$ cat config.mk
export PLATFORM = sky130hd
export DESIGN_NAME = sbus_frame_decoder
export DESIGN_NICKNAME = d
export VERILOG_FILES = /design/src/hdl/sfd_pkg.sv /design/src/hdl/sfd_queue.sv /design/src/hdl/sfd_front.sv /design/src/hdl/sfd_back.sv /design/src/hdl/sbus_frame_decoder.sv
export SDC_FILE = /design/constraint.sdc
export NUM_CORES = 1
export LEC_CHECK = 0
export CAP_MARGIN = 20
export CORE_UTILIZATION = 40
export DETAILED_ROUTE_END_ITERATION = 8
export DONT_BUFFER_PORTS = 1
export PLACE_DENSITY = 0.52
export REMOVE_ABC_BUFFERS = 1
export SLEW_MARGIN = 20
export SYNTH_ARGS = -nofsm -noshare
export SYNTH_HDL_FRONTEND = slang
export SYNTH_SLANG_ARGS = --single-unit
$ cat constraint.sdc
create_clock -name clk_i -period 12.6 [get_ports clk_i]
set_clock_uncertainty 0.2 [all_clocks]
set_input_delay 1.89 -clock clk_i [delete_from_list [all_inputs] [get_ports clk_i]]
set_output_delay 1.89 -clock clk_i [all_outputs]
set_load 0.005 [all_outputs]
$ cat src/hdl/sfd_pkg.sv
package sfd_pkg;

  // frame layout
  localparam logic [7:0]  SYNC_BYTE     = 8'h0F;
  localparam int          STORED_BYTES  = 24;
  localparam int          FAILSAFE_BYTE = 22;
  localparam int          FAILSAFE_BIT  = 3;
  localparam int          RAW_W         = 11;
  localparam logic [10:0] RAW_MID       = 11'd992;
  localparam logic [11:0] PULSE_OFFSET  = 12'd880;
  localparam int          MAX_RESULTS   = 8;

  // default channel count
  localparam int NUM_CHANNELS_DEF = 8;

  // configuration port
  localparam int          CFG_IDX_W       = 2;
  localparam int          CFG_DATA_W      = 24;
  localparam logic [1:0]  CFG_GAP_LIMIT   = 2'd0;
  localparam logic [1:0]  CFG_FAILSAFE_EN = 2'd1;
  localparam logic [1:0]  CFG_CHANNEL_MAP = 2'd2;
  localparam logic [15:0] GAP_LIMIT_RST   = 16'd2500;
  localparam logic [23:0] CHANNEL_MAP_RST = 24'hFAC688;

  typedef struct packed {
    logic [7:0]  rx_byte;
    logic [31:0] arrival_us;
  } in_req_t;

  typedef struct packed {
    logic [2:0]  channel_index;
    logic [11:0] pulse_us;
    logic        failsafe_seen;
    logic        frame_accepted;
    logic        last;
  } out_res_t;

  typedef struct packed {
    logic [15:0] gap_limit_us;
    logic        failsafe_enable;
    logic [23:0] channel_map;
  } cfg_t;

  // queue handshake between front and back
  typedef struct packed {
    logic push;
    logic full;
    logic pop;
    logic valid;
  } queue_ctl_t;

endpackage

$ cat src/hdl/sfd_queue.sv
module sfd_queue #(
  parameter int WIDTH = 90
) (
  input  logic             clk_i,
  input  logic             rst_ni,
  input  logic             push_i,
  input  logic [WIDTH-1:0] wdata_i,
  output logic             full_o,
  input  logic             pop_i,
  output logic             valid_o,
  output logic [WIDTH-1:0] rdata_o
);

  logic [1:0][WIDTH-1:0] mem_q;
  logic                  wr_ptr_q, wr_ptr_d;
  logic                  rd_ptr_q, rd_ptr_d;
  logic [1:0]            count_q, count_d;

  assign full_o  = count_q[1];
  assign valid_o = (count_q != 2'd0);
  assign rdata_o = mem_q[rd_ptr_q];

  // pointer and fill count update
  always_comb begin
    wr_ptr_d = wr_ptr_q;
    rd_ptr_d = rd_ptr_q;
    count_d  = count_q;
    if (push_i) begin
      wr_ptr_d = ~wr_ptr_q;
    end
    if (pop_i) begin
      rd_ptr_d = ~rd_ptr_q;
    end
    if (push_i && !pop_i) begin
      count_d = count_q + 2'd1;
    end else if (!push_i && pop_i) begin
      count_d = count_q - 2'd1;
    end
  end

  always_ff @(posedge clk_i or negedge rst_ni) begin
    if (!rst_ni) begin
      wr_ptr_q <= 1'b0;
      rd_ptr_q <= 1'b0;
      count_q  <= 2'd0;
    end else begin
      wr_ptr_q <= wr_ptr_d;
      rd_ptr_q <= rd_ptr_d;
      count_q  <= count_d;
    end
  end

  // entry storage
  always_ff @(posedge clk_i) begin
    if (push_i) begin
      mem_q[wr_ptr_q] <= wdata_i;
    end
  end

endmodule

$ cat src/hdl/sfd_front.sv
module sfd_front #(
  parameter int NUM_CHANNELS = sfd_pkg::NUM_CHANNELS_DEF,
  localparam int QW = NUM_CHANNELS * sfd_pkg::RAW_W + 2
) (
  input  logic               clk_i,
  input  logic               rst_ni,
  input  sfd_pkg::cfg_t      cfg_i,
  input  logic               in_valid_i,
  output logic               in_stall_o,
  input  sfd_pkg::in_req_t   in_req_i,
  input  logic               q_full_i,
  output logic               q_push_o,
  output logic [QW-1:0]      q_wdata_o
);

  localparam int ByteW = sfd_pkg::STORED_BYTES * 8;

  logic [4:0]  pos_q, pos_d, pos_eff;
  logic [31:0] last_arrival_q;
  logic [31:0] gap;
  logic        accept;
  logic        complete;
  logic        fs;
  logic        frame_ok;

  logic [sfd_pkg::STORED_BYTES-1:0][7:0] bytes_q;
  logic [sfd_pkg::STORED_BYTES-1:0][7:0] bytes_all;
  logic [ByteW-1:0]                      bytes_flat;
  logic [NUM_CHANNELS-1:0][10:0]         chan_q;
  logic [NUM_CHANNELS-1:0][10:0]         chan_new;
  logic [NUM_CHANNELS-1:0][10:0]         chan_out;

  assign in_stall_o = q_full_i;
  assign accept     = in_valid_i && !q_full_i;

  // gap check restarts framing
  assign gap     = in_req_i.arrival_us - last_arrival_q;
  assign pos_eff = (gap > {16'd0, cfg_i.gap_limit_us}) ? 5'd0 : pos_q;

  // frame position sequencing
  always_comb begin
    complete = 1'b0;
    if (pos_eff == 5'd0) begin
      pos_d = (in_req_i.rx_byte == sfd_pkg::SYNC_BYTE) ? 5'd1 : 5'd0;
    end else if (pos_eff < 5'(sfd_pkg::STORED_BYTES)) begin
      pos_d = pos_eff + 5'd1;
    end else begin
      pos_d    = 5'd0;
      complete = 1'b1;
    end
  end

  // stored bytes with the closing byte merged in
  always_comb begin
    bytes_all = bytes_q;
    bytes_all[sfd_pkg::STORED_BYTES-1] = in_req_i.rx_byte;
  end
  assign bytes_flat = bytes_all;

  // channel unpack, little-endian 11-bit fields
  always_comb begin
    for (int k = 0; k < NUM_CHANNELS; k++) begin
      chan_new[k] = bytes_flat[k*sfd_pkg::RAW_W +: sfd_pkg::RAW_W];
    end
  end

  assign fs       = bytes_q[sfd_pkg::FAILSAFE_BYTE][sfd_pkg::FAILSAFE_BIT];
  assign frame_ok = !(cfg_i.failsafe_enable && fs);
  assign chan_out = frame_ok ? chan_new : chan_q;

  assign q_push_o  = accept && complete;
  assign q_wdata_o = {chan_out, fs, frame_ok};

  // control state and channel store
  always_ff @(posedge clk_i or negedge rst_ni) begin
    if (!rst_ni) begin
      pos_q          <= 5'd0;
      last_arrival_q <= 32'd0;
      for (int k = 0; k < NUM_CHANNELS; k++) begin
        chan_q[k] <= sfd_pkg::RAW_MID;
      end
    end else if (accept) begin
      pos_q          <= pos_d;
      last_arrival_q <= in_req_i.arrival_us;
      if (complete && frame_ok) begin
        chan_q <= chan_new;
      end
    end
  end

  // frame byte capture
  always_ff @(posedge clk_i) begin
    if (accept) begin
      for (int i = 0; i < sfd_pkg::STORED_BYTES; i++) begin
        if (pos_eff == 5'(i + 1)) begin
          bytes_q[i] <= in_req_i.rx_byte;
        end
      end
    end
  end

endmodule

$ cat src/hdl/sfd_back.sv
module sfd_back #(
  parameter int NUM_CHANNELS = sfd_pkg::NUM_CHANNELS_DEF,
  localparam int QW = NUM_CHANNELS * sfd_pkg::RAW_W + 2
) (
  input  logic               clk_i,
  input  logic               rst_ni,
  input  sfd_pkg::cfg_t      cfg_i,
  input  logic               q_valid_i,
  input  logic [QW-1:0]      q_rdata_i,
  output logic               q_pop_o,
  output logic               out_valid_o,
  input  logic               out_stall_i,
  output sfd_pkg::out_res_t  out_res_o
);

  localparam int NumOut = (NUM_CHANNELS < sfd_pkg::MAX_RESULTS) ?
                          NUM_CHANNELS : sfd_pkg::MAX_RESULTS;
  localparam int SrcW   = (NUM_CHANNELS > 1) ? $clog2(NUM_CHANNELS) : 1;

  logic                          busy_q;
  logic [2:0]                    cnt_q;
  logic [QW-1:0]                 entry_q;
  logic                          out_valid_q;
  sfd_pkg::out_res_t             out_q;
  sfd_pkg::out_res_t             res;
  logic [NUM_CHANNELS-1:0][10:0] raw_set;
  logic [4:0]                    src_w;
  logic [SrcW-1:0]               src_sel;
  logic [10:0]                   raw;
  logic [13:0]                   prod;
  logic                          advance;
  logic                          emit;
  logic                          is_last;

  assign raw_set = entry_q[QW-1:2];
  assign is_last = (cnt_q == 3'(NumOut - 1));
  assign advance = !out_valid_q || !out_stall_i;
  assign emit    = busy_q && advance;
  assign q_pop_o = q_valid_i && (!busy_q || (emit && is_last));

  // source lookup with clamp to the highest channel
  always_comb begin
    src_w = {2'b00, cfg_i.channel_map[cnt_q*3 +: 3]};
    if (src_w >= 5'(NUM_CHANNELS)) begin
      src_w = 5'(NUM_CHANNELS - 1);
    end
  end
  assign src_sel = src_w[SrcW-1:0];
  assign raw     = raw_set[src_sel];

  // pulse scaling, floor(5*raw/8) + offset
  assign prod = {1'b0, raw, 2'b00} + {3'b000, raw};

  always_comb begin
    res.channel_index  = cnt_q;
    res.pulse_us       = {1'b0, prod[13:3]} + sfd_pkg::PULSE_OFFSET;
    res.failsafe_seen  = entry_q[1];
    res.frame_accepted = entry_q[0];
    res.last           = is_last;
  end

  // result sequencer
  always_ff @(posedge clk_i or negedge rst_ni) begin
    if (!rst_ni) begin
      busy_q      <= 1'b0;
      cnt_q       <= 3'd0;
      out_valid_q <= 1'b0;
    end else begin
      if (q_pop_o) begin
        busy_q <= 1'b1;
        cnt_q  <= 3'd0;
      end else if (emit) begin
        if (is_last) begin
          busy_q <= 1'b0;
        end else begin
          cnt_q <= cnt_q + 3'd1;
        end
      end
      if (emit) begin
        out_valid_q <= 1'b1;
      end else if (!out_stall_i) begin
        out_valid_q <= 1'b0;
      end
    end
  end

  // payload registers
  always_ff @(posedge clk_i) begin
    if (q_pop_o) begin
      entry_q <= q_rdata_i;
    end
    if (emit) begin
      out_q <= res;
    end
  end

  assign out_valid_o = out_valid_q;
  assign out_res_o   = out_q;

endmodule

$ cat src/hdl/sbus_frame_decoder.sv
// channel  fields                                  valid        stall
// in       rx_byte, arrival_us                     in_valid_i   in_stall_o
// out      channel_index, pulse_us, failsafe_seen,
//          frame_accepted, last                    out_valid_o  out_stall_i
// cfg      cfg_idx_i, cfg_wdata_i                  cfg_we_i     -
//
// unless stalled, one byte goes in and one result out per cycle; a closing byte hands
// the frame to a two-entry queue; the back emits min(NUM_CHANNELS, 8) results; an
// idle back loads a frame first, a queued one with the last result of the one before
// in_stall_o rises only while the queue holds two frames not yet started by the back
// the output register is freed in the same cycle its result is taken
// reset sets the channel store to mid value and framing to the sync search
module sbus_frame_decoder #(
  parameter int NUM_CHANNELS = sfd_pkg::NUM_CHANNELS_DEF
) (
  input  logic                           clk_i,
  input  logic                           rst_ni,
  input  logic                           cfg_we_i,
  input  logic [sfd_pkg::CFG_IDX_W-1:0]  cfg_idx_i,
  input  logic [sfd_pkg::CFG_DATA_W-1:0] cfg_wdata_i,
  input  logic                           in_valid_i,
  output logic                           in_stall_o,
  input  sfd_pkg::in_req_t               in_req_i,
  output logic                           out_valid_o,
  input  logic                           out_stall_i,
  output sfd_pkg::out_res_t              out_res_o
);

  localparam int QW = NUM_CHANNELS * sfd_pkg::RAW_W + 2;

  sfd_pkg::cfg_t       cfg_q;
  sfd_pkg::queue_ctl_t qctl;
  logic [QW-1:0]       q_wdata;
  logic [QW-1:0]       q_rdata;

  // configuration registers
  always_ff @(posedge clk_i or negedge rst_ni) begin
    if (!rst_ni) begin
      cfg_q.gap_limit_us    <= sfd_pkg::GAP_LIMIT_RST;
      cfg_q.failsafe_enable <= 1'b0;
      cfg_q.channel_map     <= sfd_pkg::CHANNEL_MAP_RST;
    end else if (cfg_we_i) begin
      unique case (cfg_idx_i)
        sfd_pkg::CFG_GAP_LIMIT:   cfg_q.gap_limit_us    <= cfg_wdata_i[15:0];
        sfd_pkg::CFG_FAILSAFE_EN: cfg_q.failsafe_enable <= cfg_wdata_i[0];
        sfd_pkg::CFG_CHANNEL_MAP: cfg_q.channel_map     <= cfg_wdata_i;
        default: ;
      endcase
    end
  end

  sfd_front #(
    .NUM_CHANNELS(NUM_CHANNELS)
  ) u_front (
    .clk_i      (clk_i),
    .rst_ni     (rst_ni),
    .cfg_i      (cfg_q),
    .in_valid_i (in_valid_i),
    .in_stall_o (in_stall_o),
    .in_req_i   (in_req_i),
    .q_full_i   (qctl.full),
    .q_push_o   (qctl.push),
    .q_wdata_o  (q_wdata)
  );

  sfd_queue #(
    .WIDTH(QW)
  ) u_queue (
    .clk_i   (clk_i),
    .rst_ni  (rst_ni),
    .push_i  (qctl.push),
    .wdata_i (q_wdata),
    .full_o  (qctl.full),
    .pop_i   (qctl.pop),
    .valid_o (qctl.valid),
    .rdata_o (q_rdata)
  );

  sfd_back #(
    .NUM_CHANNELS(NUM_CHANNELS)
  ) u_back (
    .clk_i       (clk_i),
    .rst_ni      (rst_ni),
    .cfg_i       (cfg_q),
    .q_valid_i   (qctl.valid),
    .q_rdata_i   (q_rdata),
    .q_pop_o     (qctl.pop),
    .out_valid_o (out_valid_o),
    .out_stall_i (out_stall_i),
    .out_res_o   (out_res_o)
  );

endmodule

---- Yosys cells after proc, flatten, opt, wreduce, memory -nomap -nowiden ----
Cells that the tools add are included.
word-level totals
  output and inout port bits .............. 20
  flip-flop bits (word level) ............. 555
  logic and storage cells ................. 141
  bits of input ports ..................... 71
operators by class
  eq/ne operators ......................... 18
  multipliers ............................. 1
  multiplexer cells ....................... 24
  reduce and logical (&&, ||, !) cells .... 43
  add/sub/neg operators ................... 7
  shift-type cells ........................ 1
  $lt $le $gt $ge ......................... 6
  bitwise operators ....................... 2
operators by type and width
  cell                                                                    count
  90-bit 2-to-1 mux                                                       3
  180-bit bitwise mux                                                     1
  90-bit demux with 1-bit select                                          1
  88-bit 2-to-1 mux                                                       1
  2-bit AND reduction                                                     18
  11-bit binary-select mux with 3-bit select                              1
  32-bit by 16-bit > comparator with 1-bit output                         1
  32-bit subtractor                                                       1
  24-bit by 6-bit variable part select with 3-bit output                  1
  5-bit by 3-bit equality test with 1-bit output (second input constant)  4
  5-bit by 4-bit equality test with 1-bit output (second input constant)  4
  5-bit 2-to-1 mux                                                        3
  13-bit by 11-bit adder with 14-bit output                               1
  11-bit by 10-bit adder with 12-bit output (second input constant)       1
  11-bit 2-to-1 mux                                                       1
  5-bit by 2-bit equality test with 1-bit output (second input constant)  2
  1-bit logical AND                                                       10
  3-bit 2-to-1 mux                                                        3
  8-bit by 4-bit equality test with 1-bit output (second input constant)  1
  1-bit 2-to-1 mux                                                        8
  2-bit nonzero test                                                      4
  1-bit zero test                                                         7
  5-bit by 1-bit adder with 5-bit output (second input constant)          1
  5-bit by 1-bit equality test with 1-bit output (second input constant)  1
  other kinds (19)                                                        23

---- Depth between registers and ports, before layout ----
  word-level depth ........................ 11
  mapped depth ............................ 26
  mapped depth without buffers ............ 25

---- Modules after synthesis ----
Synthesis repeated with hierarchy kept, for this count alone.
second synthesis, totals
  cells, all modules ...................... 1644
  area total of the unflattened synthesis .. 24743.7 um^2
modules (own cells, without submodules)
  module              sequential area each (um^2)  cells each  times used  area an instance (um^2)
  sfd_front           5850.6                       943         1           11333.4
  sfd_queue           5505.3                       295         1           6736.5
  sfd_back            3368.2                       318         1           5088.6
  sbus_frame_decoder  1047.3                       88          1           1585.3

---- Worst setup path after synthesis ----
Ideal clock, no wire load.
  path kind ............................... input port to flip-flop
  start ................................... input in_req_i[0] (netlist bit)
  end ..................................... register u_queue.mem_q[0] (netlist bit), enable pin
  arrival ................................. 9.822 ns
  stages .................................. 22
  data required time ...................... 11.860 ns
  path slack .............................. 2.038 ns
  library setup time ...................... 0.540 ns
  path buffers ............................ 1
  path through ............................ inv_1 > ha_1 > fa_1 > nand2b_1 > a21boi_2 > o21ai_2 > a21oi_1 > nor3_1 > xnor2_1 > ha_1 > a41oi_1 > o21ai_0 > a21oi_1 > nor2_1 > a211oi_1 > a21oi_1 > or4_1 > or4_4 > nor4_1 > buf_2 > nand3_1 > nor2_1
on the way
  longest elaborated chain between the ends .. 7
  elaborated cells on any way between the ends .. 8
  those cells by class .................... 1 x add/sub; 2 x order compare; 3 x mux; 2 x reduce/logical
RTL lines
  what                                               RTL line                  source
  from (decl)                                        sbus_frame_decoder.sv:23  input sfd_pkg::in_req_t in_req_i,
  32-bit subtractor *                                sfd_front.sv:37           assign gap = in_req_i.arrival_us - last_arrival_q;
  32-bit by 16-bit > comparator with 1-bit output *  sfd_front.sv:38           assign pos_eff = (gap > {16'd0, cfg_i.gap_limit_us}) ? 5'd0 : pos_q;
  5-bit 2-to-1 mux *                                 sfd_front.sv:38
  5-bit less-than comparator                         sfd_front.sv:45           end else if (pos_eff < 5'(sfd_pkg::STORED_BYTES)) begin
  1-bit 2-to-1 mux                                   sfd_front.sv:45
  1-bit 2-to-1 mux *                                 sfd_front.sv:43           if (pos_eff == 5'd0) begin
  1-bit logical AND *                                sfd_front.sv:71           assign q_push_o = accept && complete;
  to (signal, indexed assignment)                    sfd_queue.sv:56           mem_q[wr_ptr_q] <= wdata_i;
  to (decl)                                          sfd_queue.sv:14           logic [1:0][WIDTH-1:0] mem_q;
Mark *: on every way between the ends. The rest lies on a longest branch, timed or not.
A chain may end at the register's enable or synchronous reset.

---- Final worst setup path ----
  start ................................... input in_req_i[1] (netlist bit)
  end ..................................... register u_front.bytes_q (netlist bit u_front.bytes_all[83]), enable pin
on the way
  longest elaborated chain between the ends .. 5
RTL lines
  what                                             RTL line         source
  32-bit subtractor                                sfd_front.sv:37
  32-bit by 16-bit > comparator with 1-bit output  sfd_front.sv:38
  5-bit 2-to-1 mux                                 sfd_front.sv:38
  5-bit by 4-bit equality test with 1-bit output   sfd_front.sv:95  if (pos_eff == 5'(i + 1)) begin
  2-bit AND reduction (no source line)             --
  to (signal, indexed assignment)                  sfd_front.sv:96  bytes_q[i] <= in_req_i.rx_byte;
  to (decl)                                        sfd_front.sv:26  logic [sfd_pkg::STORED_BYTES-1:0][7:0] bytes_q;
No other way between the ends.

==> summary.txt <==
Hold path
  – Hold_sp: u_back.entry_q[1]
  – Hold Crit Depth: 0
  – Worst Hold Endpoint: u_back.out_res_o[2]
  – Hold Crit Class: register to register

Critical path
  – Critical Path RT: 12.65 ns
  – CP max stage cell: nor4_4
  – Data arrival, critical path: 8.12 ns
  – Crit Path Max Fanout: 12
  – CP cell instances: ha_1, nor2b_1, o21ai_0, a21boi_0, o21a_1, o21ai_0, o21ai_0, xor2_1, ha_1, nand3_1, nor3_1, and3_1, a21oi_1, or4_1, or4_4, nor4_2, nand2_1, nor4_4
  – Reg2reg end: u_front.bytes_all[83]
  – CP endpoint kind: register
  – Critical Path Most Common Cell: o21ai_0
  – Type of origin of the critical path: input pin
  – RR Startpoint: u_front.last_arrival_q[1]
  – CP Class: input pin to register
  – R2R Setup Slk: 5.36 ns
  – R2R cell count: 19
  – CP peak stage delay: 0.92 ns
  – CP Launch Point: in_req_i[1]

Clock network
  – Reg clk slew, reported paths: 0.06 ns
  – Clock Tree Root: clkbuf_16
  – Cts bufs inserted: 60
  – CTS max path bufs: 3
  – TritonCTS clock tree: built
  – Hold_buf cts: 0
  – Sink Count: 552
  – H-tree depth: 2
  – Clk_lat worst skew: 0.63 ns
  – Post-CTS Setup Repair Bufs: 0
  – Resized cells post-CTS: 0

Die
  – Die area: 61300 sq um
  – Core Footprint: 59400 sq um
  – # IOs: 91
  – # rows: 89
  – DIE HEIGHT: 248 microns
  – Die width: 248 microns
  – Initial Utilization: 40.7%

Final layout
  – Fillcell total: 5239
  – ANT cells: 0
  – Layout cell share with drive strength beyond 1: 29.1%
  – Layout Area Growth over Synthesis: 12.7%
  – Final #Nets: 1793

Placed design
  – HPWL after DPL: 32.9 mm
  – IO buf count: 0
  – Final GP Congestion: 0.805

STA
  – Final min period: 8.07 ns
  – WHS: 0.228 ns
  – Worst-margin pin slew: 0.994 ns
  – Setup TNS: 0 ns
  – RSZ-0062 raised after global routing: false
  – Hold Fails Final Rpt: 0
  – Final Cycle Share: 64.1%
  – Fmax: 0.124 GHz
  – Max-slew headroom: 33.7%
  – Final Setup Violations: 0
  – Pins Over Slew Limit: 0

Logic synthesis
  – Ys Warns: 0
  – Synthesized instance count: 1645
  – Synth cell types: 67
  – Commonest cells post-synth: edfxtp_1 (377), mux2_2 (273), nand2_1 (125)
  – Synth top area cells: edfxtp_1 (47%), mux2_2 (13%), dfrtp_1 (12%)
  – Ys async rst share: 31.7%
  – Sequential area share after synthesis: 65.3%
  – Number of enable flip-flop cells after synthesis: 377
  – Area leader, netlist: edfxtp_1
  – Avg Inst Size Synth: 14.7 sq um
  – Seq cells post-synth: 552
  – Top_reg_cell synth: edfxtp_1
  – Top cell type's share of synthesized area: 46.9%
  – Cell area after synthesis: 24100 sq um
  – Most frequent cell after synthesis: edfxtp_1

Route
  – Routed Antenna Nets: 0
  – Remaining DRCs: 4
  – Wire length per cell: 21.9 microns
  – DR iter-0 viols: 619
  – Detailed-router iteration count before antenna repair: 7
  – Routed vias: 13100
  – Final WL: 54.5 mm
  – Via density per instance: 5.26

Power and ir drop
  – Peak VDD IR: 289 uV
  – Power per Cell Area: 250 nW/um^2
  – Leakage: 10.3 nW

Global route
  – Initial antenna violation count: 5
  – GRT Total Usage: 18.3%
  – Grt met3 use: 3.42%
  – M2 GR Usage: 31.1%
  – Remaining Overflow, GRT: 0
  – Largest net degree at the start of global routing: 176
  – Global-route wire length before repair: 83.7 mm
  – Vias in the first global route: 13800
  – Grt met1 use: 24.2%
  – Global route hottest layer: met2

Outcome
  – Status: finished with violations
  – Violated checks: design-rule violations

Flow run
  – Max cap viols: 0
==> worst max-delay path, delay by kind of cell <==
| kind | cells | cell delay [ns] |
|---|---|---|
| XOR/XNOR | 1 | 0.24 |
| AND/OR/NAND/NOR | 9 | 4.03 |
| adder cells (fa/ha/maj) | 2 | 0.60 |
| AO/OA/AOI/OAI | 6 | 1.35 |
==> placed cells by master (no fill, tap or decap), types with 15 or more instances in the layout <==
cell type,netlist,layout
a211oi_1,21,21
a21o_1,32,32
a21oi_1,46,45
a31oi_1,16,16
and2_1,19,19
buf_4,1,19
clkbuf_1,50,15
clkbuf_16,0,60
dfrtp_1,118,117
dfstp_2,57,57
edfxtp_1,377,377
ha_1,61,61
inv_1,75,75
mux2_2,273,273
mux2_4,20,20
mux2i_1,23,21
nand2_1,125,124
nor2_1,38,36
o21ai_0,68,68
xnor2_1,22,22
==> registers in the layout, summed over array words and instances, names as in the netlist, 2 cells and up <==
signal / count
cfg_q: 41
u_front.chan_q: 88
u_front.pos_q: 5
u_front.last_arrival_q: 32
u_queue.mem_q: 180
u_back.cnt_q: 3
u_queue.count_q: 2
u_back.out_res_o: 18
u_back.entry_q: 90
u_front.bytes_all: 88
==> report_power, final <==
part           switching (mW)  internal, mW  total (mW)
Sequential              0.108          2.23        2.34
Combinational            1.56          1.11        2.66
Clock                   0.727          1.06        1.79
Total                    2.39          4.40        6.79
==> metal layers <==
metal  vias up  wire [microns]
met5         -               0
met4         0            1050
met3        77            2210
met2       217           26500
met1      6617           24700
li1       6161               -
==> final cells by class <==
type                       instances  area, sq um  area share [%]
timing repair buffer              21          185           0.681
clock buffer                      85         1700            6.23
inverter                          75          282            1.04
sequential                       552        15800            58.0
clock inverter                    28          340            1.25
multi-input combinational        949         7950            29.2
tap                              773          967            3.56
==> cell families (layout without fill, tap and decap cells) <==
group	count (synthesis)	count (layout)	share of synthesized area, %
AND/OR/NAND/NOR	285	285	5.78
XOR/XNOR	34	34	1.23
adder cells (fa/ha/maj)	63	63	3.33
buffers and inverters	144	209	2.35
flip-flops	552	552	65.3
multiplexers	321	321	15.4
AO/OA/AOI/OAI	246	246	6.56
==> stage by stage <==
step / setup WS [ns] / area [sq um] / power (mW) / util, % / instances
global placement: 4.08 / 25100 / 5.02 / 42.3 / 2368
floorplan: 1.42 / 23900 / 4.37 / - / 1576
global route: 3.98 / 27200 / 7.26 / 45.8 / 2483
finish: 4.53 / 27200 / 6.79 / 45.8 / 2483
detailed placement: 3.74 / 25100 / 5.07 / 42.3 / 2369
CTS: 4.41 / 27200 / 6.90 / 45.8 / 2482
==> how the worst max path moves through the flow <==
stage                                        to  slack (ns)  cells after the start
after floorplan              u_queue.mem_q[100]        1.42                     21
after global placement    u_front.bytes_all[33]        4.08                     18
after detailed placement  u_front.bytes_all[35]        3.74                     18
after CTS                 u_front.bytes_all[37]        4.41                     18
after global routing      u_front.bytes_all[85]        3.98                     19
final                     u_front.bytes_all[83]        4.53                     18
Note: power is estimated with default switching activity, not from simulation.
